## src/sv/kemt_pkg.sv

```systemverilog
// ----------------------------------------------------------------------------
// Keyword exact-match table package
// Sizes, field widths and opcodes shared by the keyword table RTL.
// ----------------------------------------------------------------------------
`default_nettype none

package kemt_pkg;

    // Table dimensions
    localparam int NUM_KEYWORDS    = 16;
    localparam int MAX_KEYWORD_LEN = 16;

    // Fixed field widths of the transfer payloads
    localparam int OPCODE_W = 2;
    localparam int ENTRY_W  = 4;
    localparam int POSIN_W  = 4;
    localparam int BYTE_W   = 8;
    localparam int LEN_W    = 5;
    localparam int TAG_W    = 16;

    // Derived widths
    localparam int IDX_W  = (NUM_KEYWORDS > 1) ? $clog2(NUM_KEYWORDS) : 1;
    localparam int ADDR_W = (MAX_KEYWORD_LEN > 1) ? $clog2(MAX_KEYWORD_LEN) : 1;
    // word position counts up to MAX_KEYWORD_LEN + 1
    localparam int WPOS_W = $clog2(MAX_KEYWORD_LEN + 2);

    localparam logic [WPOS_W-1:0] WPOS_MAX = WPOS_W'(MAX_KEYWORD_LEN);
    localparam logic [WPOS_W-1:0] WPOS_SAT = WPOS_W'(MAX_KEYWORD_LEN + 1);

    typedef enum logic [OPCODE_W-1:0] {
        OP_KEY_BYTE = 2'd0,
        OP_HEADER   = 2'd1,
        OP_LOOKUP   = 2'd2,
        OP_END      = 2'd3
    } t_opcode;

endpackage

`default_nettype wire

```

## src/sv/kemt_ifs.sv

```systemverilog
// ----------------------------------------------------------------------------
// Keyword exact-match table channels
// Valid/ready channels for load and lookup items and for match results.
// ----------------------------------------------------------------------------
`default_nettype none

interface kemt_in_if;
    logic                         valid;
    logic                         ready;
    logic [kemt_pkg::OPCODE_W-1:0] opcode;
    logic [kemt_pkg::ENTRY_W-1:0]  entry;
    logic [kemt_pkg::POSIN_W-1:0]  position;
    logic [kemt_pkg::BYTE_W-1:0]   byte_value;
    logic [kemt_pkg::LEN_W-1:0]    keyword_len;
    logic [kemt_pkg::TAG_W-1:0]    tag;
    logic                         enable;

    modport source (output valid, opcode, entry, position, byte_value,
                    keyword_len, tag, enable, input ready);
    modport sink   (input valid, opcode, entry, position, byte_value,
                    keyword_len, tag, enable, output ready);
endinterface

interface kemt_out_if;
    logic                         valid;
    logic                         ready;
    logic                         found;
    logic [kemt_pkg::TAG_W-1:0]    match_tag;
    logic [kemt_pkg::ENTRY_W-1:0]  match_entry;

    modport source (output valid, found, match_tag, match_entry, input ready);
    modport sink   (input valid, found, match_tag, match_entry, output ready);
endinterface

`default_nettype wire

```

## src/sv/kemt_ram.sv

```systemverilog
// ----------------------------------------------------------------------------
// Generic RAM
// One write port, one read port with registered read data and read enable.
// ----------------------------------------------------------------------------
`default_nettype none

module kemt_ram #(
    parameter int WIDTH = 8,
    parameter int DEPTH = 16,
    localparam int AW   = (DEPTH > 1) ? $clog2(DEPTH) : 1
) (
    input  wire logic             i_clk,
    input  wire logic             i_we,
    input  wire logic [AW-1:0]    i_waddr,
    input  wire logic [WIDTH-1:0] i_wdata,
    input  wire logic             i_re,
    input  wire logic [AW-1:0]    i_raddr,
    output logic      [WIDTH-1:0] o_rdata
);

    logic [WIDTH-1:0] r_mem [DEPTH];
    logic [WIDTH-1:0] r_rdata;

    // storage write and registered read; data holds when not read
    always_ff @(posedge i_clk) begin
        if (i_we) begin
            r_mem[i_waddr] <= i_wdata;
        end
        if (i_re) begin
            r_rdata <= r_mem[i_raddr];
        end
    end

    assign o_rdata = r_rdata;

endmodule

`default_nettype wire

```

## src/sv/keyword_exact_match_table.sv

```systemverilog
// ----------------------------------------------------------------------------
// Keyword exact-match table
// Keyword dictionary: load items fill keyword bytes and entry headers, lookup
// items stream a word byte by byte, and an end item reports the lowest entry
// whose active keyword equals the word exactly.
//
//   channel  dir  items                                 result
//   i_in     in   key byte / header / lookup byte / end  -
//   o_out    out  -                                     found, tag, entry
//
// One item per cycle is accepted unless the match stage stalls. An item goes
// through the input stage (keyword RAM read at the current word position)
// then the match stage; an end item's result sits in the output register.
// Synchronous active-low reset clears headers' active bits, lengths and the
// word position, sets all match bits; keyword bytes and tags are not reset.
// A result waiting in the output register stalls input only when the next
// end item reaches the match stage.
// ----------------------------------------------------------------------------
`default_nettype none

module keyword_exact_match_table (
    input  wire logic      i_clk,
    input  wire logic      i_rst_n,
    kemt_in_if.sink        i_in,
    kemt_out_if.source     o_out
);

    localparam int NK = kemt_pkg::NUM_KEYWORDS;

    // front end: accept and word position at accept time
    logic                           in_fire;
    logic [kemt_pkg::WPOS_W-1:0]    r_pos;
    logic [kemt_pkg::BYTE_W-1:0]    ram_q [NK];

    // match stage registers
    logic                           r_s1_valid;
    kemt_pkg::t_opcode              r_s1_op;
    logic [kemt_pkg::WPOS_W-1:0]    r_s1_pos;
    logic [kemt_pkg::BYTE_W-1:0]    r_s1_byte;
    logic [kemt_pkg::IDX_W-1:0]     r_s1_idx;
    logic                           r_s1_inrange;
    logic [kemt_pkg::LEN_W-1:0]     r_s1_len;
    logic [kemt_pkg::TAG_W-1:0]     r_s1_tag;
    logic                           r_s1_en;
    logic                           s1_go;

    // table headers and lookup state
    logic [kemt_pkg::LEN_W-1:0]     r_len [NK];
    logic [kemt_pkg::TAG_W-1:0]     r_tag [NK];
    logic [NK-1:0]                  r_act;
    logic [NK-1:0]                  r_match;
    logic [NK-1:0]                  n_match;

    // end-of-word search
    logic [NK-1:0]                  hit;
    logic                           any_hit;
    logic [kemt_pkg::IDX_W-1:0]     hit_idx;

    // output register
    logic                           r_out_valid;
    logic                           r_out_found;
    logic [kemt_pkg::TAG_W-1:0]     r_out_tag;
    logic [kemt_pkg::ENTRY_W-1:0]   r_out_entry;

    assign s1_go = r_s1_valid &&
                   (r_s1_op != kemt_pkg::OP_END || !r_out_valid || o_out.ready);
    assign i_in.ready = !r_s1_valid || s1_go;
    assign in_fire    = i_in.valid && i_in.ready;

    // word position: counts lookup bytes, saturates, cleared by end of word
    always_ff @(posedge i_clk) begin
        if (!i_rst_n) begin
            r_pos <= '0;
        end else if (in_fire) begin
            if (i_in.opcode == kemt_pkg::OP_LOOKUP) begin
                if (r_pos != kemt_pkg::WPOS_SAT) begin
                    r_pos <= r_pos + 1'b1;
                end
            end else if (i_in.opcode == kemt_pkg::OP_END) begin
                r_pos <= '0;
            end
        end
    end

    // one keyword RAM per entry, addressed by byte position
    for (genvar g = 0; g < NK; g++) begin : g_kw
        logic kw_we;
        assign kw_we = in_fire && i_in.opcode == kemt_pkg::OP_KEY_BYTE &&
                       int'(i_in.entry) == g &&
                       int'(i_in.position) < kemt_pkg::MAX_KEYWORD_LEN;
        kemt_ram #(
            .WIDTH (kemt_pkg::BYTE_W),
            .DEPTH (kemt_pkg::MAX_KEYWORD_LEN)
        ) u_ram (
            .i_clk   (i_clk),
            .i_we    (kw_we),
            .i_waddr (kemt_pkg::ADDR_W'(i_in.position)),
            .i_wdata (i_in.byte_value),
            .i_re    (in_fire && i_in.opcode == kemt_pkg::OP_LOOKUP),
            .i_raddr (kemt_pkg::ADDR_W'(r_pos)),
            .o_rdata (ram_q[g])
        );
    end

    // input stage -> match stage
    always_ff @(posedge i_clk) begin
        if (!i_rst_n) begin
            r_s1_valid <= 1'b0;
        end else if (in_fire) begin
            r_s1_valid <= 1'b1;
        end else if (s1_go) begin
            r_s1_valid <= 1'b0;
        end
    end

    always_ff @(posedge i_clk) begin
        if (in_fire) begin
            r_s1_op      <= kemt_pkg::t_opcode'(i_in.opcode);
            r_s1_pos     <= r_pos;
            r_s1_byte    <= i_in.byte_value;
            r_s1_idx     <= kemt_pkg::IDX_W'(i_in.entry);
            r_s1_inrange <= int'(i_in.entry) < NK;
            r_s1_len     <= i_in.keyword_len;
            r_s1_tag     <= i_in.tag;
            r_s1_en      <= i_in.enable;
        end
    end

    // lookup byte narrows the match vector
    always_comb begin
        n_match = r_match;
        for (int e = 0; e < NK; e++) begin
            if (r_s1_pos >= kemt_pkg::WPOS_MAX ||
                int'(r_s1_pos) >= int'(r_len[e]) ||
                ram_q[e] != r_s1_byte) begin
                n_match[e] = 1'b0;
            end
        end
    end

    // end of word: exact length match on active entries, lowest wins
    always_comb begin
        hit_idx = '0;
        for (int e = 0; e < NK; e++) begin
            hit[e] = r_act[e] && r_match[e] &&
                     int'(r_len[e]) <= kemt_pkg::MAX_KEYWORD_LEN &&
                     int'(r_len[e]) == int'(r_s1_pos);
        end
        for (int e = NK - 1; e >= 0; e--) begin
            if (hit[e]) begin
                hit_idx = kemt_pkg::IDX_W'(e);
            end
        end
    end
    assign any_hit = |hit;

    // header and match-vector update
    always_ff @(posedge i_clk) begin
        if (!i_rst_n) begin
            r_act   <= '0;
            r_match <= '1;
            for (int e = 0; e < NK; e++) begin
                r_len[e] <= '0;
            end
        end else if (s1_go) begin
            case (r_s1_op)
                kemt_pkg::OP_HEADER: begin
                    if (r_s1_inrange) begin
                        r_len[r_s1_idx] <= r_s1_len;
                        r_act[r_s1_idx] <= r_s1_en;
                    end
                end
                kemt_pkg::OP_LOOKUP: begin
                    r_match <= n_match;
                end
                kemt_pkg::OP_END: begin
                    r_match <= '1;
                end
                default: begin
                end
            endcase
        end
    end

    // tags carry no reset
    always_ff @(posedge i_clk) begin
        if (s1_go && r_s1_op == kemt_pkg::OP_HEADER && r_s1_inrange) begin
            r_tag[r_s1_idx] <= r_s1_tag;
        end
    end

    // output register
    always_ff @(posedge i_clk) begin
        if (!i_rst_n) begin
            r_out_valid <= 1'b0;
        end else if (s1_go && r_s1_op == kemt_pkg::OP_END) begin
            r_out_valid <= 1'b1;
        end else if (o_out.ready) begin
            r_out_valid <= 1'b0;
        end
    end

    always_ff @(posedge i_clk) begin
        if (s1_go && r_s1_op == kemt_pkg::OP_END) begin
            r_out_found <= any_hit;
            r_out_tag   <= any_hit ? r_tag[hit_idx] : '0;
            r_out_entry <= any_hit ? kemt_pkg::ENTRY_W'(hit_idx) : '0;
        end
    end

    assign o_out.valid       = r_out_valid;
    assign o_out.found       = r_out_found;
    assign o_out.match_tag   = r_out_tag;
    assign o_out.match_entry = r_out_entry;

    // checks
    a_end_gives_result: assert property (@(posedge i_clk) disable iff (!i_rst_n)
        s1_go && r_s1_op == kemt_pkg::OP_END |=> r_out_valid)
        else $error("end item retired without a result");

    a_end_clears_match: assert property (@(posedge i_clk) disable iff (!i_rst_n)
        s1_go && r_s1_op == kemt_pkg::OP_END |=> r_match == '1)
        else $error("match vector not cleared after end of word");

    a_pos_saturates: assert property (@(posedge i_clk) disable iff (!i_rst_n)
        r_pos <= kemt_pkg::WPOS_SAT)
        else $error("word position beyond saturation");

    a_miss_zero: assert property (@(posedge i_clk) disable iff (!i_rst_n)
        r_out_valid && !r_out_found |-> r_out_tag == '0 && r_out_entry == '0)
        else $error("miss result carries nonzero tag or entry");

endmodule

`default_nettype wire
```

## src/flat_wrapper.sv

```systemverilog
// flat-port wrapper written by rule: the top's interface ports become plain ports
module keyword_exact_match_table_flat 
  (i_clk, i_rst_n, i_in_valid, i_in_opcode, i_in_entry, i_in_position, i_in_byte_value, i_in_keyword_len, i_in_tag, i_in_enable, i_in_ready, o_out_valid, o_out_found, o_out_match_tag, o_out_match_entry, o_out_ready);
  kemt_in_if i_in_i ();
  kemt_out_if o_out_i ();
  input  wire logic i_clk;
  input  wire logic i_rst_n;
  input wire logic [$bits(i_in_i.valid)-1:0] i_in_valid;
  input wire logic [$bits(i_in_i.opcode)-1:0] i_in_opcode;
  input wire logic [$bits(i_in_i.entry)-1:0] i_in_entry;
  input wire logic [$bits(i_in_i.position)-1:0] i_in_position;
  input wire logic [$bits(i_in_i.byte_value)-1:0] i_in_byte_value;
  input wire logic [$bits(i_in_i.keyword_len)-1:0] i_in_keyword_len;
  input wire logic [$bits(i_in_i.tag)-1:0] i_in_tag;
  input wire logic [$bits(i_in_i.enable)-1:0] i_in_enable;
  output wire logic [$bits(i_in_i.ready)-1:0] i_in_ready;
  output wire logic [$bits(o_out_i.valid)-1:0] o_out_valid;
  output wire logic [$bits(o_out_i.found)-1:0] o_out_found;
  output wire logic [$bits(o_out_i.match_tag)-1:0] o_out_match_tag;
  output wire logic [$bits(o_out_i.match_entry)-1:0] o_out_match_entry;
  input wire logic [$bits(o_out_i.ready)-1:0] o_out_ready;
  assign i_in_i.valid = i_in_valid;
  assign i_in_i.opcode = i_in_opcode;
  assign i_in_i.entry = i_in_entry;
  assign i_in_i.position = i_in_position;
  assign i_in_i.byte_value = i_in_byte_value;
  assign i_in_i.keyword_len = i_in_keyword_len;
  assign i_in_i.tag = i_in_tag;
  assign i_in_i.enable = i_in_enable;
  assign i_in_ready = i_in_i.ready;
  assign o_out_valid = o_out_i.valid;
  assign o_out_found = o_out_i.found;
  assign o_out_match_tag = o_out_i.match_tag;
  assign o_out_match_entry = o_out_i.match_entry;
  assign o_out_i.ready = o_out_ready;
  keyword_exact_match_table u_core (.i_clk(i_clk), .i_rst_n(i_rst_n), .i_in(i_in_i), .o_out(o_out_i));
endmodule
```

## config.mk

```make
export PLATFORM = sky130hd
export DESIGN_NAME = keyword_exact_match_table_flat
export DESIGN_NICKNAME = d
export VERILOG_FILES = /design/src/sv/kemt_pkg.sv /design/src/sv/kemt_ifs.sv /design/src/sv/kemt_ram.sv /design/src/sv/keyword_exact_match_table.sv /design/src/flat_wrapper.sv
export SDC_FILE = /design/constraint.sdc
export NUM_CORES = 2
export LEC_CHECK = 0
export ABC_CLOCK_PERIOD_IN_PS = 6800
export BUFFER_PORTS_ARGS = -buffer_cell sky130_fd_sc_hd__buf_2
export CAP_MARGIN = 30
export CORE_MARGIN = 2
export CORE_UTILIZATION = 45
export DETAILED_ROUTE_END_ITERATION = 8
export PLACE_DENSITY = 0.7
export SYNTH_ARGS = -nofsm -noshare
export SYNTH_HDL_FRONTEND = slang
export SYNTH_SLANG_ARGS = --single-unit
```

## constraint.sdc

```tcl
create_clock -name i_clk -period 6.8 [get_ports i_clk]
set_input_delay 0.68 -clock i_clk [delete_from_list [all_inputs] [get_ports i_clk]]
set_output_delay 0.68 -clock i_clk [all_outputs]
set_load 0.01 [all_outputs]
```

== Word-level counts from Yosys, hierarchy flattened ==
Memory sizes are Yosys's and may differ from the RTL's. A register that Yosys moved wholly into a read port is not among the register bits.
Index checks and enable logic that the tools add are counted.

* Memories kept: 18
* Memory bits (writable): 2384
* Bits in registers: 85

* Mux-type cells: 85
* Eq/ne operators: 71
* Add/sub/neg operators: 1
* $lt $le $gt $ge: 35
* Reduce and logical (&&, ||, !) cells: 135

{| class="wikitable"
|+ Memories
! name !! words !! bits a word !! rd ports !! clocked after Yosys merged registers in !! wr ports !! RTL line !! source
|-
| u_core.r_tag || 16 || 16 || 1 || 1 || 1 || keyword_exact_match_table.sv:49 || <nowiki>logic [kemt_pkg::TAG_W-1:0] r_tag [NK];</nowiki>
|-
| u_core.g_kw[0].u_ram.r_mem || 16 || 8 || 1 || 1 || 1 || kemt_ram.sv:21 || <nowiki>logic [WIDTH-1:0] r_mem [DEPTH];</nowiki>
|-
| u_core.g_kw[10].u_ram.r_mem || 16 || 8 || 1 || 1 || 1 || kemt_ram.sv:21 ||
|-
| u_core.g_kw[11].u_ram.r_mem || 16 || 8 || 1 || 1 || 1 || kemt_ram.sv:21 ||
|-
| u_core.g_kw[12].u_ram.r_mem || 16 || 8 || 1 || 1 || 1 || kemt_ram.sv:21 ||
|-
| u_core.g_kw[13].u_ram.r_mem || 16 || 8 || 1 || 1 || 1 || kemt_ram.sv:21 ||
|-
| +12 memories || n/a || n/a || n/a || n/a || n/a || n/a ||
|}

{| class="wikitable"
|+ Operators with widths
! kind !! number
|-
| $ne 8x8->1 || 16
|-
| $eq 5x5->1 || 16
|-
| $ge 5x5->1 || 16
|-
| $le 5x5->1 const B || 16
|-
| $logic_and 1x1->1 || 71
|-
| $mux 4 || 17
|-
| $mux 1 || 61
|-
| $reduce_and 3->1 || 17
|-
| $logic_or 1x1->1 || 35
|-
| $ne 2x1->1 const B || 17
|-
| $eq 4x4->1 const B || 8
|-
| $pmux 16 s2 || 1
|-
| $mux 5 || 4
|-
| $bwmux 16 || 1
|-
| $eq 4x3->1 const B || 4
|-
| $reduce_or 16->1 || 1
|-
| $eq 2x2->1 const B || 4
|-
| $eq 4x2->1 const B || 2
|-
| $reduce_bool 2->1 || 4
|-
| $add 5x1->5 const B || 1
|-
| $ge 5x5->1 const B || 1
|-
| $lt 4x5->1 const B || 1
|-
| $ne 5x5->1 const B || 1
|-
| $reduce_or 5->1 || 1
|-
| 9 further kinds || 11
|}

== Logic depth before layout (Yosys ltp) ==
An unclocked memory read counts as a cell.

* Word-level depth: 20
* Mapped depth: 14
* Depth with buffers taken out: 12

== Modules after synthesis ==
Synthesis repeated with hierarchy kept, for this count alone.

* Cells, all modules: 5234
* Area total of the unflattened synthesis: 104172.4 um^2

{| class="wikitable"
|+ Modules (own cells, without submodules)
! module !! area an instance (um^2) !! cells an instance !! instances !! seq. area each (um^2)
|-
| kemt_ram || 5227.5 || 229 || 16 || 4083.9
|-
| keyword_exact_match_table || 20532.2 || 1570 || 1 || 12732.2
|}

== Worst setup path after synthesis ==
Ideal clock, no wire load.

* Kind: input to register
* Start point: in o_out_ready
* End point: reg u_core.g_kw[0].u_ram.r_rdata[0], read port of u_core.g_kw[0].u_ram.r_mem (enable)
* Stages on the path: 4
* Library setup time: 0.616 ns
* Path buffers: 0
* Slack: -0.158 ns
* Arrival time: 6.342 ns
* Data required time: 6.184 ns
* Cells stage by stage: nor2b_1 > nand4_1 > nand2_1 > nor2_1

* Cells in the longest elaborated chain, start to end: 5

{| class="wikitable"
|+ RTL lines
! what !! RTL line !! source
|-
| from (decl) || flat_wrapper.sv:21 || <nowiki>input wire logic [$bits(o_out_i.ready)-1:0] o_out_ready;</nowiki>
|-
| $logic_or 1x1->1 || keyword_exact_match_table.sv:66 || <nowiki>(r_s1_op != kemt_pkg::OP_END || !r_out_valid || o_out.ready);</nowiki>
|-
| $logic_and 1x1->1 || keyword_exact_match_table.sv:65 || <nowiki>assign s1_go = r_s1_valid &&</nowiki>
|-
| $logic_or 1x1->1 || keyword_exact_match_table.sv:67 || <nowiki>assign i_in.ready = !r_s1_valid || s1_go;</nowiki>
|-
| via i_in_ready || flat_wrapper.sv:16 || <nowiki>output wire logic [$bits(i_in_i.ready)-1:0] i_in_ready;</nowiki>
|-
| $logic_and 1x1->1 || keyword_exact_match_table.sv:68 || <nowiki>assign in_fire = i_in.valid && i_in.ready;</nowiki>
|-
| $logic_and 1x1->1 || keyword_exact_match_table.sv:99 || <nowiki>.i_re (in_fire && i_in.opcode == kemt_pkg::OP_LOOKUP),</nowiki>
|-
| via u_core.g_kw[0].u_ram.i_re || kemt_ram.sv:16 || <nowiki>input wire logic i_re,</nowiki>
|-
| to (decl) || kemt_ram.sv:22 || <nowiki>logic [WIDTH-1:0] r_rdata;</nowiki>
|}

The timed path passes the listed nets, and every way through them passes these cells.
A chain may end at the register's enable or synchronous reset.

== Worst setup path after layout ==
* Start point: reg u_core.r_s1_pos[2] (netlist name)
* End point: reg u_core.r_out_tag (netlist bit u_core.o_out.match_tag[7]), read port of u_core.r_tag, data pin

* Cells in the longest elaborated chain, start to end: 18
* Elaborated cells on any way between the ends: 50
* Classes of those cells: 16 x eq/ne; 16 x mux; 18 x reduce/logical

{| class="wikitable"
|+ RTL lines
! what !! RTL line !! source
|-
| from (decl) || keyword_exact_match_table.sv:38 || <nowiki>logic [kemt_pkg::WPOS_W-1:0] r_s1_pos;</nowiki>
|-
| from (signal assigned) || keyword_exact_match_table.sv:119 || <nowiki>r_s1_pos <= r_pos;</nowiki>
|-
| $eq 5x5->1 || keyword_exact_match_table.sv:147 || <nowiki>int'(r_len[e]) == int'(r_s1_pos);</nowiki>
|-
| $logic_and 1x1->1 || keyword_exact_match_table.sv:146 || <nowiki>int'(r_len[e]) <= kemt_pkg::MAX_KEYWORD_LEN &&</nowiki>
|-
| $mux 4 (16 in a row) || keyword_exact_match_table.sv:150 || <nowiki>if (hit[e]) begin</nowiki>
|-
| to (decl) || keyword_exact_match_table.sv:62 || <nowiki>logic [kemt_pkg::TAG_W-1:0] r_out_tag;</nowiki>
|}

Several ways; a longest one is shown, not always the timed one.

==> flow_metrics.tcl <==
set metrics [dict create \
    finalSetupTns_ps 0 \
    drive_gt1_frac 0.227 \
    worstPathRequired_ps 7390 \
    fin_worst_skew_ps 41.7 \
    ys_ff_latch 2613 \
    grt_usage 0.204 \
    async_reset_ff_frac 0 \
    final_cell_area_mm2 0.114 \
    slew_violations 0 \
    grt-ovfl-total 0 \
    viasPerCell 5.94 \
    drtPass1Iterations 6 \
    drcViolationCount 0 \
    cts-root-buf "clkbuf_16" \
    internal_power_uw 25100 \
    cp-end-kind "flip-flop" \
    seq_power_share 0.564 \
    die_y_um 481 \
    netlist_area_mm2 0.102 \
    arrival_ps 5580 \
    place_area_mm2 0.106 \
    die_w_um 481 \
    fin_nets 5176 \
    drt_iter0_drc 6087 \
    power_leakage_uw 0.0352 \
    min_period_over_period 0.734 \
    wl_um 237000 \
    critPathKind "flip-flop to flip-flop" \
    ant_nets 0 \
    grt_start_max_net_pins 197 \
    grt_pass1_wl_um 343000 \
    wl_per_cell_um 28.8 \
    clk_latency_ps 880 \
    power_frac_clock 0.411 \
    regToRegSetupSlack_ps 1810 \
    syn_nets 5010 \
    antenna_found_initial 14 \
    ys_warn_count 0 \
    start_util 0.454 \
    mostFrequentLayoutCell "edfxtp_1" \
    clock_sinks 2613 \
    die_area_mm2 0.231 \
    rows 174 \
    cp-start-kind "flip-flop" \
    clk_path_buf_depth 3 \
    n_fill_cell 17303 \
    coreArea_mm2 0.225 \
    rsz0062_at_grt "no" \
    final_cell_mix "2574 x edfxtp_1, 640 x mux4_2, 283 x nor2_1, 235 x clkbuf_16, 134 x nand2_1" \
    final_hold_viol_count 0 \
    power_density_mw_per_mm2 277 \
    status "finished, final reports clean" \
    fmax_ghz 0.200 \
    htreeDepth 4 \
    dp_hpwl_um 135000 \
    combPwrFrac 0.025 \
    io_buffers 66 \
    grt_pass1_vias 48940 \
    critPathMaxFanout 32 \
    io_pins 67 \
    whs_ps 76.5 \
    maxSlewHeadroom 0.235 \
    synthCells 4884 \
    routabilityCongestion 0.836 \
    setup-violations-final 0 \
    numCtsBuffers 233 \
    cts_tree "done" \
    vias 48947 \
    layout_min_cycle_time_ps 4990 \
    area_delta_synth_final_pct 11.8 \
    ir_worst_vdd_mv 0.239 \
    switching_share 0.205 \
    hp-class "primary input to flip-flop" \
    synth_cell_types 54 \
    switching_power_uw 6500 \
    synth_area_per_cell_um2 20.9 \
    synth-edff-count 2574 \
    ys_seq_area_frac 0.764 \
    clk_pin_slew_ps 70 \
    drv_cap 0 \
    synth_ff_type "edfxtp_1" \
    worstMarginPinSlew_ps 1150 \
]
## kinds of logic after synthesis
kind of cell	after synthesis	synth area share
buffers and inverters	338	0.0132
and+or+nand+nor	695	0.0316
xor gates and xnor gates	130	0.0111
muxes	758	0.153
AOI/OAI and AO/OA	268	0.0176
DFF	2613	0.764
adders and majority gates	82	0.0100
## critical path: stages, from the launching register on
cell and delay, ps:
edfxtp_1 750, ha_1 480, nand4_1 100, a211oi_1 560
nor4b_1 160, o311ai_1 300, and2_1 810, nor2b_4 930
a211oi_1 220, o21ai_0 250, nand2_1 80
## routing by layer
layer | GRT usage | share of wire
met5 | 0 | 0.000029
met4 | 0.0515 | 0.023
met3 | 0.0551 | 0.10
met2 | 0.321 | 0.48
met1 | 0.285 | 0.40
## Yosys cell counts (all sizes together), types with 2 or more instances
master	n	area, um2
nand4	27	169
nor3	11	55.1
nand2b	19	119
nor2b	23	144
nand2	143	537
a2111oi	8	71.3
or3	2	12.5
o21ai	64	320
nand3	36	180
mux2i	118	1180
a31oi	2	12.5
nor3b	4	30.0
buf	70	340
clkbuf	182	683
or2	3	18.8
o211ai	2	15.0
a211oi	71	558
and4	5	43.8
mux4	640	14400
a221oi	2	23.8
dfxtp	39	781
a32oi	16	140
a21o	27	203
a21boi	4	30.0
or4	11	82.6
a211o	3	26.3
o2111ai	3	26.3
a21oi	55	275
inv	86	323
edfxtp	2574	77300
and3	45	282
nor4	20	125
xor2	79	692
and2	47	294
o41ai	6	52.6
nor2	296	1110
xnor2	51	447
ha	82	1030
## power groups by stage
stage,combinational [uW],sequential [uW],clock [uW]
detailed placement,788,18200,0
global route,855,17800,13800
finish,799,17800,13000
CTS,798,17800,13200
global placement,761,18200,0
floorplan,354,18100,0
## worst paths after layout
path / start / to / cells past startpoint
worst max register to register: u_core.r_s1_pos[2] / u_core.o_out.match_tag[7] / 10
worst min register to register: u_core.r_match[7] / u_core.r_match[7] / 1
worst min-delay path: i_in_valid / u_core.r_s1_valid / 3
worst max-delay path: u_core.r_s1_pos[2] / u_core.o_out.match_tag[7] / 10
## stage by stage
| step | setup slack, ps | std cells | total power [uW] | utilization |
|---|---|---|---|---|
| after floorplan | 1990 | 4884 | 18500 | - |
| after global placement | 1950 | 7779 | 18900 | 0.472 |
| after detailed placement | 1830 | 7786 | 19000 | 0.472 |
| after CTS | 1810 | 8232 | 31800 | 0.506 |
| after global routing | 1520 | 8238 | 32400 | 0.507 |
| final | 1810 | 8241 | 31600 | 0.507 |
## area by class of cell
type | count | area, um2 | share of cell area
sequential | 2613 | 78100 | 0.684
multi-input combinational | 1933 | 22900 | 0.201
clock buffer | 281 | 6130 | 0.0537
tap | 2992 | 3740 | 0.0328
timing repair buffer | 183 | 1620 | 0.0142
clock inverter | 149 | 1370 | 0.0120
inverter | 86 | 323 | 0.00283
antenna | 4 | 10.0 | 0.0000876
## state kept, by name, summed over array words and instances (netlist names)
signal	cells
u_core.g_kw.u_ram.o_rdata	128
u_core.g_kw.u_ram.r_mem	2048
u_core.o_out.found	1
u_core.o_out.match_entry	4
u_core.o_out.match_tag	16
u_core.o_out.valid	1
u_core.r_act	16
u_core.r_len	80
u_core.r_match	16
u_core.r_pos	5
u_core.r_s1_byte	8
u_core.r_s1_en	1
u_core.r_s1_idx	4
u_core.r_s1_len	5
u_core.r_s1_op	2
u_core.r_s1_pos	5
u_core.r_s1_tag	16
u_core.r_s1_valid	1
u_core.r_tag	256
## repair_timing
action,CTS,global route
resized for setup,0,0
buffers inserted,0,0
endpoints found under the hold margin,16,0
hold buffers,16,0
No activity file was read; power rests on OpenSTA's default activity.
